File: config.mk
export PLATFORM = sky130hd
export DESIGN_NAME = cursor_linked_list_engine
export DESIGN_NICKNAME = d
export VERILOG_FILES = /design/src/rtl/clle_pkg.sv /design/src/rtl/clle_store.sv /design/src/rtl/clle_seq.sv /design/src/rtl/cursor_linked_list_engine.sv
export VERILOG_INCLUDE_DIRS = /design/src /design/src/rtl
export SDC_FILE = /design/constraint.sdc
export NUM_CORES = 2
export LEC_CHECK = 0
export BUFFER_PORTS_ARGS = -buffer_cell sky130_fd_sc_hd__buf_2
export CAP_MARGIN = 20
export CORE_ASPECT_RATIO = 1.4
export CORE_MARGIN = 2
export CORE_UTILIZATION = 50
export CTS_CLUSTER_DIAMETER = 200
export DETAILED_ROUTE_END_ITERATION = 7
export PLACE_DENSITY = 0.68
export RECOVER_POWER = 50
export SLEW_MARGIN = 20
export SYNTH_ARGS = -nofsm -noshare
export SYNTH_HDL_FRONTEND = slang
export SYNTH_HIERARCHICAL = 1
export SYNTH_SLANG_ARGS = --single-unit
File: constraint.sdc
create_clock -name clk_i -period 5.1 [get_ports clk_i]
set_clock_uncertainty 0.05 [all_clocks]
set_input_delay 0.51 -clock clk_i [delete_from_list [all_inputs] [get_ports clk_i]]
set_output_delay 0.51 -clock clk_i [all_outputs]
set_load 0.005 [all_outputs]
File: src/rtl/cursor_linked_list_engine_assert.svh
// Assertion macros used by the cursor linked-list engine sequencer.
`ifndef CURSOR_LINKED_LIST_ENGINE_ASSERT_SVH
`define CURSOR_LINKED_LIST_ENGINE_ASSERT_SVH

// Same-cycle implication, disabled while reset is asserted.
`define CLLE_ASSERT_IMPL(lbl, clk, rst_n, ante, cons, msg) \
  lbl: assert property (@(posedge clk) disable iff (!rst_n) (ante) |-> (cons)) else $error(msg);

// Next-cycle implication, disabled while reset is asserted.
`define CLLE_ASSERT_NEXT(lbl, clk, rst_n, ante, cons, msg) \
  lbl: assert property (@(posedge clk) disable iff (!rst_n) (ante) |=> (cons)) else $error(msg);

`endif

File: src/rtl/clle_pkg.sv
// Shared types and constants of the cursor linked-list engine.
`default_nettype none

package clle_pkg;

  localparam int CELL_W = 6;
  localparam int VAL_W  = 32;
  localparam int MODE_W = 3;
  localparam int STAT_W = 2;

  typedef enum logic [MODE_W-1:0] {
    MODE_CREATE = 3'd0,
    MODE_APPEND = 3'd1,
    MODE_FIND   = 3'd2,
    MODE_PRED   = 3'd3,
    MODE_DELETE = 3'd4,
    MODE_EMPTY  = 3'd5,
    MODE_WALK   = 3'd6
  } mode_e;

  typedef enum logic [STAT_W-1:0] {
    STAT_OK       = 2'd0,
    STAT_NOFREE   = 2'd1,
    STAT_NOTFOUND = 2'd2
  } status_e;

  typedef struct packed {
    logic [CELL_W-1:0] cell_idx;
    logic [VAL_W-1:0]  value;
    status_e           status;
    logic              last;
  } res_t;

  typedef struct packed {
    logic              rd_en;
    logic [CELL_W-1:0] rd_addr;
    logic              lnk_we;
    logic              val_we;
    logic [CELL_W-1:0] wr_addr;
    logic [CELL_W-1:0] lnk_data;
  } mem_req_t;

endpackage

`default_nettype wire

File: src/rtl/clle_store.sv
// Link and value memories of the cell store, one read port and one write port each.
`default_nettype none

module clle_store #(
  parameter int CELL_COUNT  = 64,
  parameter int VALUE_WIDTH = 32
) (
  input  logic                         clk_i,
  input  logic                         rst_ni,
  input  clle_pkg::mem_req_t           req_i,
  input  logic [VALUE_WIDTH-1:0]       wr_val_i,
  output logic [clle_pkg::CELL_W-1:0] lnk_o,
  output logic [VALUE_WIDTH-1:0]       val_o
);

  localparam int LW = $clog2(CELL_COUNT);
  localparam int XW = clle_pkg::CELL_W + 1;

  logic [LW-1:0]          link_mem [CELL_COUNT];
  logic [VALUE_WIDTH-1:0] val_mem  [CELL_COUNT];
  logic [CELL_COUNT-1:0]  lvld_q;

  logic [LW-1:0]          rd_idx;
  logic [LW-1:0]          wr_idx;
  logic                   rd_in;
  logic                   wr_in;
  logic [LW-1:0]          rd_idx_q;
  logic                   rd_in_q;
  logic                   rd_vld_q;
  logic [LW-1:0]          lnk_mem_q;
  logic [VALUE_WIDTH-1:0] val_mem_q;
  logic [XW-1:0]          rst_sum;
  logic [clle_pkg::CELL_W-1:0] rst_lnk;

  assign rd_idx = req_i.rd_addr[LW-1:0];
  assign wr_idx = req_i.wr_addr[LW-1:0];
  assign rd_in  = ({1'b0, req_i.rd_addr} < XW'(CELL_COUNT));
  assign wr_in  = ({1'b0, req_i.wr_addr} < XW'(CELL_COUNT));

  always_ff @(posedge clk_i) begin
    if (req_i.lnk_we && wr_in) begin
      link_mem[wr_idx] <= req_i.lnk_data[LW-1:0];
    end
    if (req_i.val_we && wr_in) begin
      val_mem[wr_idx] <= wr_val_i;
    end
    if (req_i.rd_en) begin
      lnk_mem_q <= link_mem[rd_idx];
      val_mem_q <= val_mem[rd_idx];
      rd_idx_q  <= rd_idx;
    end
  end

  // An entry never written since reset still holds its reset link.
  always_ff @(posedge clk_i or negedge rst_ni) begin
    if (!rst_ni) begin
      lvld_q   <= '0;
      rd_in_q  <= 1'b0;
      rd_vld_q <= 1'b0;
    end else begin
      if (req_i.lnk_we && wr_in) begin
        lvld_q[wr_idx] <= 1'b1;
      end
      if (req_i.rd_en) begin
        rd_in_q  <= rd_in;
        rd_vld_q <= rd_in ? lvld_q[rd_idx] : 1'b0;
      end
    end
  end

  assign rst_sum = XW'(rd_idx_q) + XW'(1);
  assign rst_lnk = (rst_sum < XW'(CELL_COUNT)) ? rst_sum[clle_pkg::CELL_W-1:0] : '0;

  always_comb begin
    if (!rd_in_q) begin
      lnk_o = '0;
    end else if (rd_vld_q) begin
      lnk_o = clle_pkg::CELL_W'(lnk_mem_q);
    end else begin
      lnk_o = rst_lnk;
    end
  end

  assign val_o = rd_in_q ? val_mem_q : '0;

endmodule

`default_nettype wire

File: src/rtl/clle_seq.sv
// Command sequencer: walks the store one cell per read and performs the link updates.
`default_nettype none

`include "cursor_linked_list_engine_assert.svh"

module clle_seq #(
  parameter int CELL_COUNT  = 64,
  parameter int VALUE_WIDTH = 32
) (
  input  logic                         clk_i,
  input  logic                         rst_ni,
  input  logic                         in_valid_i,
  output logic                         in_ready_o,
  input  logic [clle_pkg::MODE_W-1:0]  mode_i,
  input  logic [clle_pkg::CELL_W-1:0]  list_head_i,
  input  logic [clle_pkg::VAL_W-1:0]   value_i,
  input  logic [clle_pkg::CELL_W-1:0]  position_i,
  output clle_pkg::mem_req_t           req_o,
  output logic [VALUE_WIDTH-1:0]       wr_val_o,
  input  logic [clle_pkg::CELL_W-1:0]  lnk_i,
  input  logic [VALUE_WIDTH-1:0]       val_i,
  output logic                         res_valid_o,
  input  logic                         res_ready_i,
  output clle_pkg::res_t               res_o
);

  localparam int CNT_W = $clog2(CELL_COUNT + 1);
  localparam int XW    = clle_pkg::CELL_W + 1;
  localparam int CW    = clle_pkg::CELL_W;

  localparam logic [4:0] ST_IDLE    = 5'd0;
  localparam logic [4:0] ST_START   = 5'd1;
  localparam logic [4:0] ST_ALLOC1  = 5'd2;
  localparam logic [4:0] ST_ALLOC2  = 5'd3;
  localparam logic [4:0] ST_ALLOC3  = 5'd4;
  localparam logic [4:0] ST_TAIL0   = 5'd5;
  localparam logic [4:0] ST_TAILW   = 5'd6;
  localparam logic [4:0] ST_EMP_H   = 5'd7;
  localparam logic [4:0] ST_EMP_W1  = 5'd8;
  localparam logic [4:0] ST_EMP_W2  = 5'd9;
  localparam logic [4:0] ST_EMP_W3  = 5'd10;
  localparam logic [4:0] ST_FIND_H  = 5'd11;
  localparam logic [4:0] ST_FINDW   = 5'd12;
  localparam logic [4:0] ST_PRED_H  = 5'd13;
  localparam logic [4:0] ST_PREDW   = 5'd14;
  localparam logic [4:0] ST_DELW    = 5'd15;
  localparam logic [4:0] ST_DEL1    = 5'd16;
  localparam logic [4:0] ST_DEL2    = 5'd17;
  localparam logic [4:0] ST_DEL3    = 5'd18;
  localparam logic [4:0] ST_DEL4    = 5'd19;
  localparam logic [4:0] ST_WALK_H  = 5'd20;
  localparam logic [4:0] ST_WALKW   = 5'd21;
  localparam logic [4:0] ST_EMIT    = 5'd22;

  logic [4:0]                 state_q, state_d;
  logic [CNT_W-1:0]           cnt_q, cnt_d;
  logic [clle_pkg::MODE_W-1:0] mode_q, mode_d;
  logic [CW-1:0]              head_q, head_d;
  logic [CW-1:0]              pos_q, pos_d;
  logic [CW-1:0]              prev_q, prev_d;
  logic [CW-1:0]              cur_q, cur_d;
  logic [CW-1:0]              alloc_q, alloc_d;
  logic [VALUE_WIDTH-1:0]     x_q, x_d;
  clle_pkg::res_t             res_q, res_d;

  logic [VALUE_WIDTH-1:0]     x_trim;
  logic [clle_pkg::VAL_W-1:0] val_ext;
  logic                       head_oor;
  logic                       cnt_end;
  logic                       walk_fin;

  if (VALUE_WIDTH <= clle_pkg::VAL_W) begin : g_x_narrow
    assign x_trim = value_i[VALUE_WIDTH-1:0];
  end else begin : g_x_wide
    assign x_trim = {{(VALUE_WIDTH - clle_pkg::VAL_W){1'b0}}, value_i};
  end

  if (VALUE_WIDTH >= clle_pkg::VAL_W) begin : g_v_wide
    assign val_ext = val_i[clle_pkg::VAL_W-1:0];
  end else begin : g_v_narrow
    assign val_ext = {{(clle_pkg::VAL_W - VALUE_WIDTH){1'b0}}, val_i};
  end

  assign head_oor = ({1'b0, head_q} >= XW'(CELL_COUNT));
  assign cnt_end  = (cnt_q == CNT_W'(CELL_COUNT));
  assign walk_fin = (lnk_i == '0) || (cnt_q >= CNT_W'(CELL_COUNT - 3));

  function automatic clle_pkg::res_t mk_res(input logic [CW-1:0] idx,
                                            input logic [clle_pkg::VAL_W-1:0] v,
                                            input clle_pkg::status_e s,
                                            input logic l);
    clle_pkg::res_t r;
    r.cell_idx = idx;
    r.value    = v;
    r.status   = s;
    r.last     = l;
    return r;
  endfunction

  always_comb begin
    state_d = state_q;
    cnt_d   = cnt_q;
    mode_d  = mode_q;
    head_d  = head_q;
    pos_d   = pos_q;
    prev_d  = prev_q;
    cur_d   = cur_q;
    alloc_d = alloc_q;
    x_d     = x_q;
    res_d   = res_q;
    req_o   = '0;

    case (state_q)
      ST_IDLE: begin
        if (in_valid_i) begin
          mode_d  = mode_i;
          head_d  = list_head_i;
          x_d     = x_trim;
          pos_d   = position_i;
          state_d = ST_START;
        end
      end
      ST_START: begin
        case (mode_q)
          clle_pkg::MODE_CREATE, clle_pkg::MODE_APPEND: begin
            req_o.rd_en   = 1'b1;
            req_o.rd_addr = '0;
            state_d       = ST_ALLOC1;
          end
          clle_pkg::MODE_FIND: begin
            req_o.rd_en   = 1'b1;
            req_o.rd_addr = head_q;
            state_d       = ST_FIND_H;
          end
          clle_pkg::MODE_PRED: begin
            req_o.rd_en   = 1'b1;
            req_o.rd_addr = head_q;
            prev_d        = head_q;
            state_d       = ST_PRED_H;
          end
          clle_pkg::MODE_DELETE: begin
            if (pos_q == '0) begin
              res_d   = mk_res('0, '0, clle_pkg::STAT_NOTFOUND, 1'b1);
              state_d = ST_EMIT;
            end else begin
              req_o.rd_en   = 1'b1;
              req_o.rd_addr = head_q;
              prev_d        = head_q;
              cnt_d         = '0;
              state_d       = ST_DELW;
            end
          end
          clle_pkg::MODE_EMPTY: begin
            if ((head_q == '0) || head_oor) begin
              res_d   = mk_res('0, '0, clle_pkg::STAT_OK, 1'b1);
              state_d = ST_EMIT;
            end else begin
              req_o.rd_en   = 1'b1;
              req_o.rd_addr = head_q;
              state_d       = ST_EMP_H;
            end
          end
          clle_pkg::MODE_WALK: begin
            req_o.rd_en   = 1'b1;
            req_o.rd_addr = head_q;
            state_d       = ST_WALK_H;
          end
          default: begin
            res_d   = mk_res('0, '0, clle_pkg::STAT_OK, 1'b1);
            state_d = ST_EMIT;
          end
        endcase
      end
      ST_ALLOC1: begin
        if (lnk_i == '0) begin
          res_d   = mk_res('0, '0, clle_pkg::STAT_NOFREE, 1'b1);
          state_d = ST_EMIT;
        end else begin
          alloc_d       = lnk_i;
          req_o.rd_en   = 1'b1;
          req_o.rd_addr = lnk_i;
          state_d       = ST_ALLOC2;
        end
      end
      ST_ALLOC2: begin
        req_o.lnk_we   = 1'b1;
        req_o.wr_addr  = '0;
        req_o.lnk_data = lnk_i;
        state_d        = ST_ALLOC3;
      end
      ST_ALLOC3: begin
        req_o.lnk_we   = 1'b1;
        req_o.wr_addr  = alloc_q;
        req_o.lnk_data = '0;
        if (mode_q == clle_pkg::MODE_APPEND) begin
          req_o.val_we = 1'b1;
          prev_d       = head_q;
          state_d      = ST_TAIL0;
        end else begin
          res_d   = mk_res(alloc_q, '0, clle_pkg::STAT_OK, 1'b1);
          state_d = ST_EMIT;
        end
      end
      ST_TAIL0: begin
        req_o.rd_en   = 1'b1;
        req_o.rd_addr = prev_q;
        cnt_d         = '0;
        state_d       = ST_TAILW;
      end
      ST_TAILW: begin
        if (!cnt_end && (lnk_i != '0)) begin
          prev_d        = lnk_i;
          cnt_d         = cnt_q + CNT_W'(1);
          req_o.rd_en   = 1'b1;
          req_o.rd_addr = lnk_i;
        end else if (mode_q == clle_pkg::MODE_APPEND) begin
          req_o.lnk_we   = 1'b1;
          req_o.wr_addr  = prev_q;
          req_o.lnk_data = alloc_q;
          res_d          = mk_res(alloc_q, '0, clle_pkg::STAT_OK, 1'b1);
          state_d        = ST_EMIT;
        end else begin
          req_o.rd_en   = 1'b1;
          req_o.rd_addr = '0;
          state_d       = ST_EMP_W1;
        end
      end
      ST_EMP_H: begin
        if (lnk_i == '0) begin
          res_d   = mk_res(head_q, '0, clle_pkg::STAT_OK, 1'b1);
          state_d = ST_EMIT;
        end else begin
          alloc_d       = lnk_i;
          prev_d        = lnk_i;
          cnt_d         = '0;
          req_o.rd_en   = 1'b1;
          req_o.rd_addr = lnk_i;
          state_d       = ST_TAILW;
        end
      end
      ST_EMP_W1: begin
        req_o.lnk_we   = 1'b1;
        req_o.wr_addr  = prev_q;
        req_o.lnk_data = lnk_i;
        state_d        = ST_EMP_W2;
      end
      ST_EMP_W2: begin
        req_o.lnk_we   = 1'b1;
        req_o.wr_addr  = '0;
        req_o.lnk_data = alloc_q;
        state_d        = ST_EMP_W3;
      end
      ST_EMP_W3: begin
        req_o.lnk_we   = 1'b1;
        req_o.wr_addr  = head_q;
        req_o.lnk_data = '0;
        res_d          = mk_res(head_q, '0, clle_pkg::STAT_OK, 1'b1);
        state_d        = ST_EMIT;
      end
      ST_FIND_H: begin
        if (lnk_i == '0) begin
          res_d   = mk_res('0, '0, clle_pkg::STAT_NOTFOUND, 1'b1);
          state_d = ST_EMIT;
        end else begin
          cur_d         = lnk_i;
          cnt_d         = '0;
          req_o.rd_en   = 1'b1;
          req_o.rd_addr = lnk_i;
          state_d       = ST_FINDW;
        end
      end
      ST_FINDW: begin
        if (val_i == x_q) begin
          res_d   = mk_res(cur_q, '0, clle_pkg::STAT_OK, 1'b1);
          state_d = ST_EMIT;
        end else if (cnt_end || (lnk_i == '0)) begin
          res_d   = mk_res('0, '0, clle_pkg::STAT_NOTFOUND, 1'b1);
          state_d = ST_EMIT;
        end else begin
          cur_d         = lnk_i;
          cnt_d         = cnt_q + CNT_W'(1);
          req_o.rd_en   = 1'b1;
          req_o.rd_addr = lnk_i;
        end
      end
      ST_PRED_H: begin
        if (lnk_i == '0) begin
          res_d   = mk_res('0, '0, clle_pkg::STAT_NOTFOUND, 1'b1);
          state_d = ST_EMIT;
        end else begin
          cur_d         = lnk_i;
          cnt_d         = '0;
          req_o.rd_en   = 1'b1;
          req_o.rd_addr = lnk_i;
          state_d       = ST_PREDW;
        end
      end
      ST_PREDW: begin
        // The successor of prev_q is cur_q, whose value and link are on the read port.
        if (val_i == x_q) begin
          res_d   = mk_res(prev_q, '0, clle_pkg::STAT_OK, 1'b1);
          state_d = ST_EMIT;
        end else if (cnt_end || (lnk_i == '0)) begin
          res_d   = mk_res('0, '0, clle_pkg::STAT_NOTFOUND, 1'b1);
          state_d = ST_EMIT;
        end else begin
          prev_d        = cur_q;
          cur_d         = lnk_i;
          cnt_d         = cnt_q + CNT_W'(1);
          req_o.rd_en   = 1'b1;
          req_o.rd_addr = lnk_i;
        end
      end
      ST_DELW: begin
        if (lnk_i == pos_q) begin
          req_o.rd_en   = 1'b1;
          req_o.rd_addr = pos_q;
          state_d       = ST_DEL1;
        end else if (cnt_end || (lnk_i == '0)) begin
          res_d   = mk_res('0, '0, clle_pkg::STAT_NOTFOUND, 1'b1);
          state_d = ST_EMIT;
        end else begin
          prev_d        = lnk_i;
          cnt_d         = cnt_q + CNT_W'(1);
          req_o.rd_en   = 1'b1;
          req_o.rd_addr = lnk_i;
        end
      end
      ST_DEL1: begin
        req_o.lnk_we   = 1'b1;
        req_o.wr_addr  = prev_q;
        req_o.lnk_data = lnk_i;
        state_d        = ST_DEL2;
      end
      ST_DEL2: begin
        req_o.rd_en   = 1'b1;
        req_o.rd_addr = '0;
        state_d       = ST_DEL3;
      end
      ST_DEL3: begin
        req_o.lnk_we   = 1'b1;
        req_o.wr_addr  = pos_q;
        req_o.lnk_data = lnk_i;
        state_d        = ST_DEL4;
      end
      ST_DEL4: begin
        req_o.lnk_we   = 1'b1;
        req_o.wr_addr  = '0;
        req_o.lnk_data = pos_q;
        res_d          = mk_res(pos_q, '0, clle_pkg::STAT_OK, 1'b1);
        state_d        = ST_EMIT;
      end
      ST_WALK_H: begin
        if (lnk_i == '0) begin
          res_d   = mk_res('0, '0, clle_pkg::STAT_OK, 1'b1);
          state_d = ST_EMIT;
        end else begin
          cur_d         = lnk_i;
          cnt_d         = '0;
          req_o.rd_en   = 1'b1;
          req_o.rd_addr = lnk_i;
          state_d       = ST_WALKW;
        end
      end
      ST_WALKW: begin
        res_d   = mk_res(cur_q, val_ext, clle_pkg::STAT_OK, walk_fin);
        cur_d   = lnk_i;
        state_d = ST_EMIT;
      end
      ST_EMIT: begin
        if (res_ready_i) begin
          if (res_q.last) begin
            state_d = ST_IDLE;
          end else begin
            cnt_d         = cnt_q + CNT_W'(1);
            req_o.rd_en   = 1'b1;
            req_o.rd_addr = cur_q;
            state_d       = ST_WALKW;
          end
        end
      end
      default: begin
        state_d = ST_IDLE;
      end
    endcase
  end

  always_ff @(posedge clk_i or negedge rst_ni) begin
    if (!rst_ni) begin
      state_q <= ST_IDLE;
      cnt_q   <= '0;
    end else begin
      state_q <= state_d;
      cnt_q   <= cnt_d;
    end
  end

  always_ff @(posedge clk_i) begin
    mode_q  <= mode_d;
    head_q  <= head_d;
    pos_q   <= pos_d;
    prev_q  <= prev_d;
    cur_q   <= cur_d;
    alloc_q <= alloc_d;
    x_q     <= x_d;
    res_q   <= res_d;
  end

  assign in_ready_o  = (state_q == ST_IDLE);
  assign res_valid_o = (state_q == ST_EMIT);
  assign res_o       = res_q;
  assign wr_val_o    = x_q;

  `CLLE_ASSERT_IMPL(a_no_rw_clash, clk_i, rst_ni, req_o.rd_en && req_o.lnk_we, req_o.rd_addr != req_o.wr_addr, "link read and write hit the same cell in one cycle")
  `CLLE_ASSERT_IMPL(a_idle_quiet, clk_i, rst_ni, state_q == ST_IDLE, !req_o.lnk_we && !req_o.val_we && !res_valid_o, "store written or result offered while idle")
  `CLLE_ASSERT_IMPL(a_nofree_src, clk_i, rst_ni, res_valid_o && (res_q.status == clle_pkg::STAT_NOFREE), (mode_q == clle_pkg::MODE_CREATE) || (mode_q == clle_pkg::MODE_APPEND), "out of free cells reported by a command that allocates nothing")
  `CLLE_ASSERT_IMPL(a_fail_shape, clk_i, rst_ni, res_valid_o && (res_q.status != clle_pkg::STAT_OK), (res_q.cell_idx == '0) && res_q.last, "failed command must return cell zero as its last result")
  `CLLE_ASSERT_NEXT(a_walk_step, clk_i, rst_ni, res_valid_o && res_ready_i && !res_q.last, state_q == ST_WALKW, "non-final result not followed by the next walk step")

endmodule

`default_nettype wire

File: src/rtl/cursor_linked_list_engine.sv
// Searches, append, delete and empty visit the cells of a chain one after another, since
// each step waits on one link read.
// One command is in work at a time; a walk reads each next node only once the previous one is taken.
// Reset: asynchronous, active low; the free chain 0->1->...->CELL_COUNT-1 holds at once
// through per-cell valid flops on the link memory, so no clearing pass runs; values are
// undefined until written.
`default_nettype none

module cursor_linked_list_engine #(
  parameter int CELL_COUNT  = 64,
  parameter int VALUE_WIDTH = 32
) (
  input  logic                         clk_i,
  input  logic                         rst_ni,
  input  logic                         in_valid_i,
  output logic                         in_ready_o,
  input  logic [clle_pkg::MODE_W-1:0]  mode_i,
  input  logic [clle_pkg::CELL_W-1:0]  list_head_i,
  input  logic [clle_pkg::VAL_W-1:0]   value_i,
  input  logic [clle_pkg::CELL_W-1:0]  position_i,
  output logic                         out_valid_o,
  input  logic                         out_ready_i,
  output logic [clle_pkg::CELL_W-1:0]  cell_res_o,
  output logic [clle_pkg::VAL_W-1:0]   cell_value_o,
  output logic [clle_pkg::STAT_W-1:0]  status_o,
  output logic                         last_o
);

  // The sequencer owns every memory access. It issues at most one read per cycle and
  // never reads a cell in the same cycle that it rewrites that cell's link, so the
  // registered read port of the store needs no forwarding path.
  clle_pkg::mem_req_t     mem_req;
  logic [VALUE_WIDTH-1:0] wr_val;
  logic [clle_pkg::CELL_W-1:0] rd_lnk;
  logic [VALUE_WIDTH-1:0] rd_val;

  logic           res_valid;
  logic           res_ready;
  clle_pkg::res_t res;

  // Output register. It decouples the result side from the sequencer, so the next
  // command can be transferred in while the previous result still waits downstream.
  logic           out_valid_q, out_valid_d;
  clle_pkg::res_t out_res_q;

  clle_seq #(
    .CELL_COUNT  (CELL_COUNT),
    .VALUE_WIDTH (VALUE_WIDTH)
  ) u_seq (
    .clk_i       (clk_i),
    .rst_ni      (rst_ni),
    .in_valid_i  (in_valid_i),
    .in_ready_o  (in_ready_o),
    .mode_i      (mode_i),
    .list_head_i (list_head_i),
    .value_i     (value_i),
    .position_i  (position_i),
    .req_o       (mem_req),
    .wr_val_o    (wr_val),
    .lnk_i       (rd_lnk),
    .val_i       (rd_val),
    .res_valid_o (res_valid),
    .res_ready_i (res_ready),
    .res_o       (res)
  );

  clle_store #(
    .CELL_COUNT  (CELL_COUNT),
    .VALUE_WIDTH (VALUE_WIDTH)
  ) u_store (
    .clk_i    (clk_i),
    .rst_ni   (rst_ni),
    .req_i    (mem_req),
    .wr_val_i (wr_val),
    .lnk_o    (rd_lnk),
    .val_o    (rd_val)
  );

  // The register takes a new result whenever it is empty or is being emptied this cycle.
  assign res_ready = !out_valid_q || out_ready_i;

  always_comb begin
    out_valid_d = out_valid_q;
    if (res_valid && res_ready) begin
      out_valid_d = 1'b1;
    end else if (out_ready_i) begin
      out_valid_d = 1'b0;
    end
  end

  always_ff @(posedge clk_i or negedge rst_ni) begin
    if (!rst_ni) begin
      out_valid_q <= 1'b0;
    end else begin
      out_valid_q <= out_valid_d;
    end
  end

  always_ff @(posedge clk_i) begin
    if (res_valid && res_ready) begin
      out_res_q <= res;
    end
  end

  assign out_valid_o  = out_valid_q;
  assign cell_res_o   = out_res_q.cell_idx;
  assign cell_value_o = out_res_q.value;
  assign status_o     = out_res_q.status;
  assign last_o       = out_res_q.last;

endmodule

`default_nettype wire

-- Yosys cells after proc, flatten, opt, wreduce, memory -nomap -nowiden
Memory sizes are Yosys's and may differ from the RTL's. A register that Yosys moved wholly into a read port is not among the register bits.
Cells that the tools add are included.
- add/subtract/negate cells: 2
- bitwise gates (word level): 2
- mux-type cells: 88
- magnitude comparators: 5
- reductions and logical operators: 38
- equal/unequal tests: 59
- operators by type and width (kind ; number):
    41-bit 2-to-1 mux ; 13
    41-bit one-hot mux with 13 select lines ; 1
    7-bit 2-to-1 mux ; 19
    41-bit one-hot mux with 3 select lines ; 1
    5-bit one-hot mux with 20 select lines ; 1
    12-bit one-hot mux with 8 select lines ; 1
    5-bit 2-to-1 mux ; 15
    6-bit 2-to-1 mux ; 12
    64-bit bitwise OR ; 1
    7-bit one-hot mux with 8 select lines ; 1
    7-bit one-hot mux with 7 select lines ; 1
    5-bit by 4-bit == test with 1-bit output (second input constant) ; 8
    6-bit one-hot mux with 6 select lines ; 1
    5-bit == test (second input constant) ; 7
    32-bit == test ; 1
    32-bit 2-to-1 mux ; 1
    2-bit != test (second input constant) ; 16
    5-bit one-hot mux with 6 select lines ; 1
    7-bit one-hot mux with 4 select lines ; 1
    12-bit 2-to-1 mux ; 2
    5-bit by 3-bit == test with 1-bit output (second input constant) ; 4
    6-bit zero test ; 3
    6-bit one-hot mux with 3 select lines ; 1
    2-bit by 1-bit != test with 1-bit output (second input constant) ; 8
    43 further kinds ; 74
- memory bits (writable): 2432
- input port bits: 51
- register bits after elaboration: 232
- word-level logic and storage cells: 218
- output and inout bits: 43
- memories: 2
- memory list (name ; depth ; bits a word ; rd ports ; clocked after memory_dff ; wr ports ; RTL line ; source):
    u_store.val_mem ; 64 ; 32 ; 1 ; 1 ; 1 ; clle_store.sv:20 ; logic [VALUE_WIDTH-1:0] val_mem [CELL_COUNT];
    u_store.link_mem ; 64 ; 6 ; 1 ; 1 ; 1 ; clle_store.sv:19 ; logic [LW-1:0] link_mem [CELL_COUNT];

-- Depth between registers and ports, before layout
- depth in word-level cells: 14
- depth in mapped cells: 23

-- Hierarchy
Netlist, hierarchy kept.
- by module, submodules not included (module ; cells an instance ; area an instance (sq um) ; instances):
    clle_store ; 4287 ; 96446.2 ; 1
    clle_seq ; 605 ; 6676.4 ; 1
    cursor_linked_list_engine ; 45 ; 1285.0 ; 1

-- Least setup slack after synthesis
Ideal clock, no wire load.
- path type: register -> register
- from: register u_store.rd_idx_q[0]
- to: memory u_store.val_mem[32][0] (enable)
- setup slack: -215 ps
- required time: 4629 ps
- arrival time: 4843 ps
- stages on the path, launching flop included: 19
- library setup time: 421 ps
- cells stage by stage: edfxtp_1 ha_1 xnor2_1 o21ai_0 and2_1 nor4_1 nand2_1 buf_4 and2_1 buf_2 o32ai_2 nand2_1 nand2_1 clkbuf_1 or3b_2 clkbuf_1 inv_1 nand2_1 nor2_1
- RTL lines (item ; RTL line ; source):
    start: declaration ; clle_store.sv:27 ; logic [LW-1:0] rd_idx_q;
    start signal: assignment ; clle_store.sv:50 ; rd_idx_q <= rd_idx;
    end: declaration ; clle_store.sv:20 ;

==> results.cfg <==
[synthesis]
ys_ff_latch = 2702
synth_top_area_share = 0.754
syn_area_per_cell_sq_um = 21.1
yosys-top-cells-count = edfxtp_1, mux4_2, a22oi_1, nor2_1, a21oi_1
ys_seq_area_frac = 0.773
synth_fp_nets = 4992
synth_most_common_cell = edfxtp_1
synth_top_area_cell = edfxtp_1
yosysUniqueCellTypes = 84
syn-cell-area_sq_mm = 0.104
yosysWarnings = 6
synthArstFlopShare = 0.0292
synthFlopType = edfxtp_1
synth_edf_count = 2623
syn_inst = 4937
yosys-top-cells-area = edfxtp_1, mux4_2, a22oi_1

[worst_hold_path]
hp-class = primary input to flip-flop
min_to = u_seq/pos_q[3]
hold_depth = 2
hold_start = position_i[3]

[setup_path]
slowest_delay_ps = 570
cp-startpoint = u_seq/wr_val_o[23]
ff2ff_path_depth = 16
r2r_start = u_seq/wr_val_o[23]
r2r_slack_ps = -50
critPathCaptureType = flip-flop
rr_endpoint = u_store/val_mem_q[7]
start_kind = flip-flop
critPathMostFrequentCell = buf_12
arrival_ps = 5730
worst-path-buf-inv = 5
criticalPathCategory = flip-flop to flip-flop
cp.required_ps = 5680
crit_chain = clkbuf_1 -> xnor2_1 -> nand4_1 -> nor4_4 -> buf_4 -> a21oi_4 -> nor3_4 -> o21ai_2 -> buf_6 -> a221o_4 -> buf_12 -> buf_12 -> mux4_2 -> a22oi_2 -> a21oi_2 -> or4_1
crit_slowest_cell = clkbuf_1
path_delay_family = simple AND/OR/NAND/NOR gates
cp_max_fo = 61

[clock_tree]
tritoncts = done
root_buffer = clkbuf_16
cts_sinks = 2702
clkTransAtPathRegs_ps = 60
cts_made_buffers = 244
htree_levels = 4
clk_latency_ps = 910
clk_path_buf_depth = 4

[status]
violations = design-rule violations, max-capacitance violations, max-slew violations, negative setup slack
status = finished with violations

[power_and_ir_drop]
p_leak_nw = 39.9
p_total_mw = 83.7
powerDensity_mw_per_mm2 = 673
peakVddDrop_mv = 0.567

[sta]
fin_tns_setup_ps = -585
finalMaxSlewViolations = 924
setup_viol = 26
hold_violations = 0
setup_slack_ps = -54.9
rsz0062_at_grt = true
final.period_utilization = 1.01
max_freq_mhz = 194
min_period_ps = 5150
timing.hold.ws_ps = 271
tightest_slew_ps = 3000
slew-limit-headroom = -1.00

[final_layout]
finalNetCount = 5748
utilization = 0.599
areaGrowthSynthToFinish_pct = 19.2
fillers = 14400
final_cell_area_sq_mm = 0.124
drive_above_1_share = 0.352
fin_cells = 8609

[placement]
dpl_worst_slack_ps = -603
port_buffers = 93
dp_hpwl_microns = 175000
dp.cells = 8025
gp_congestion = 0.963
placed_cell_area_sq_mm = 0.113

[global_route]
grt_max_degree = 65
first_global_vias = 55700
grt_pass1_wl_microns = 409000
grt_antenna_before_repair = 7
overflow = 0
grt_use_total = 0.272

[route]
drtIter0Drc = 7079
wl_per_cell_microns = 34.5
vias_per_cell = 6.49
firstDrtPassIters = 8
via_count = 55900
drc_errors = 1
wirelength_microns = 297000
ant_nets = 0

[floorplan]
die_h_microns = 545
coreArea_sq_mm = 0.208
dieWidth_microns = 390
start_util = 0.503
die_area_sq_mm = 0.213
io_pins = 94
fp-row-count = 198

[run]
maxCapViolations = 15
cell type report:
class / instances / area [sq um] / area share
clock buffers: 293 / 6410 / 0.0515
well taps: 2700 / 3380 / 0.0272
repair buffers: 794 / 8460 / 0.0680
diodes: 14 / 35.0 / 0.000282
clock inverters: 155 / 1560 / 0.0125
multi-input cells: 1912 / 23700 / 0.190
inverters: 39 / 146 / 0.00118
flip-flops and latches: 2702 / 80700 / 0.649
worst reg2reg max path, delay by kind of cell (launching register included):
kind | cells | cell delay [ps]
and+or+nand+nor | 4 | 1450
buffers and inverters | 5 | 1390
AOI/OAI and AO/OA | 5 | 1020
muxes | 1 | 480
DFF | 1 | 330
xor gates and xnor gates | 1 | 210
routing by layer:
| metal | share of wire | vias to the layer above | GRT usage |
|---|---|---|---|
| met5 | 0.000037 | - | 0 |
| met4 | 0.065 | 2 | 0.151 |
| met3 | 0.079 | 649 | 0.0333 |
| met2 | 0.51 | 3185 | 0.468 |
| met1 | 0.34 | 29700 | 0.336 |
| li1 | - | 22300 | - |
report_power, final:
part / total (mW) / internal (mW) / switching [mW]
clock: 18.5 / 10.4 / 8.11
combinational: 38.2 / 17.9 / 20.4
sequential: 27.0 / 26.3 / 0.750
total: 83.7 / 54.5 / 29.2
what timing repair did:
item                                    in CTS  in global routing
endpoints found under the setup margin      39                 68
hold endpoints to repair                    80                  0
buffers inserted                            17                 31
hold buffers                                50                  0
gates resized for setup                    118                180
pin swaps                                   40                 76
gates cloned                                17                 24
kinds of logic (layout without fill, tap and decap cells):
family	count (synthesis)	in the layout	share of synthesized area
other	0	14	0
and+or+nand+nor	591	591	0.0292
AOI/OAI and AO/OA	632	633	0.0429
muxes	639	639	0.135
xor gates and xnor gates	45	45	0.00377
buffers and inverters	324	1281	0.0151
adders and majority gates	4	4	0.000479
DFF	2702	2702	0.773
cell usage in the layout (no fill, tap or decap), drive strengths merged, types with 12 or more instances in the layout:
| cell type | instances |
|---|---|
| a221o | 13 |
| a22o | 38 |
| mux4 | 616 |
| nand3 | 41 |
| clkinvlp | 16 |
| mux2i | 14 |
| or4 | 33 |
| clkbuf | 348 |
| nor2b | 15 |
| clkinv | 107 |
| edfxtp | 2623 |
| nor3 | 20 |
| dlygate4sd3 | 50 |
| a222oi | 20 |
| nand2b | 12 |
| or2 | 67 |
| xnor2 | 42 |
| nor2 | 181 |
| and2 | 45 |
| dfrtp | 79 |
| o21ai | 28 |
| nand4 | 22 |
| inv | 43 |
| a22oi | 298 |
| o22ai | 12 |
| a21oi | 164 |
| nand2 | 110 |
| bufinv | 28 |
| diode | 14 |
| buf | 688 |
worst max path at each step:
stage,to,slack (ps),cells past startpoint
floorplan,u_store/val_mem[32][0],-210,18
global placement,u_store/val_mem_q[28],-540,20
detailed placement,u_store/lnk_mem_q[2],-600,18
CTS,u_store/val_mem[0][13],0.7,18
global route,u_store/val_mem_q[5],-60,19
finish,u_store/val_mem_q[7],-50,16
registers in the layout, indices dropped and copies added, names as in the netlist:
signal,flops
cell_res_o,6
cell_value_o,32
last_o,1
out_valid_o,1
status_o,2
u_seq/alloc_q,6
u_seq/cnt_q,7
u_seq/cur_q,6
u_seq/head_q,6
u_seq/mode_q,3
u_seq/pos_q,6
u_seq/prev_q,6
u_seq/res_o,41
u_seq/state_q,5
u_seq/wr_val_o,32
u_store/link_mem,384
u_store/lnk_mem_q,6
u_store/lvld_q,64
u_store/rd_idx_q,6
u_store/rd_in_q,1
u_store/rd_vld_q,1
u_store/val_mem,2048
u_store/val_mem_q,32
Note: power is estimated with default switching activity, not from simulation.
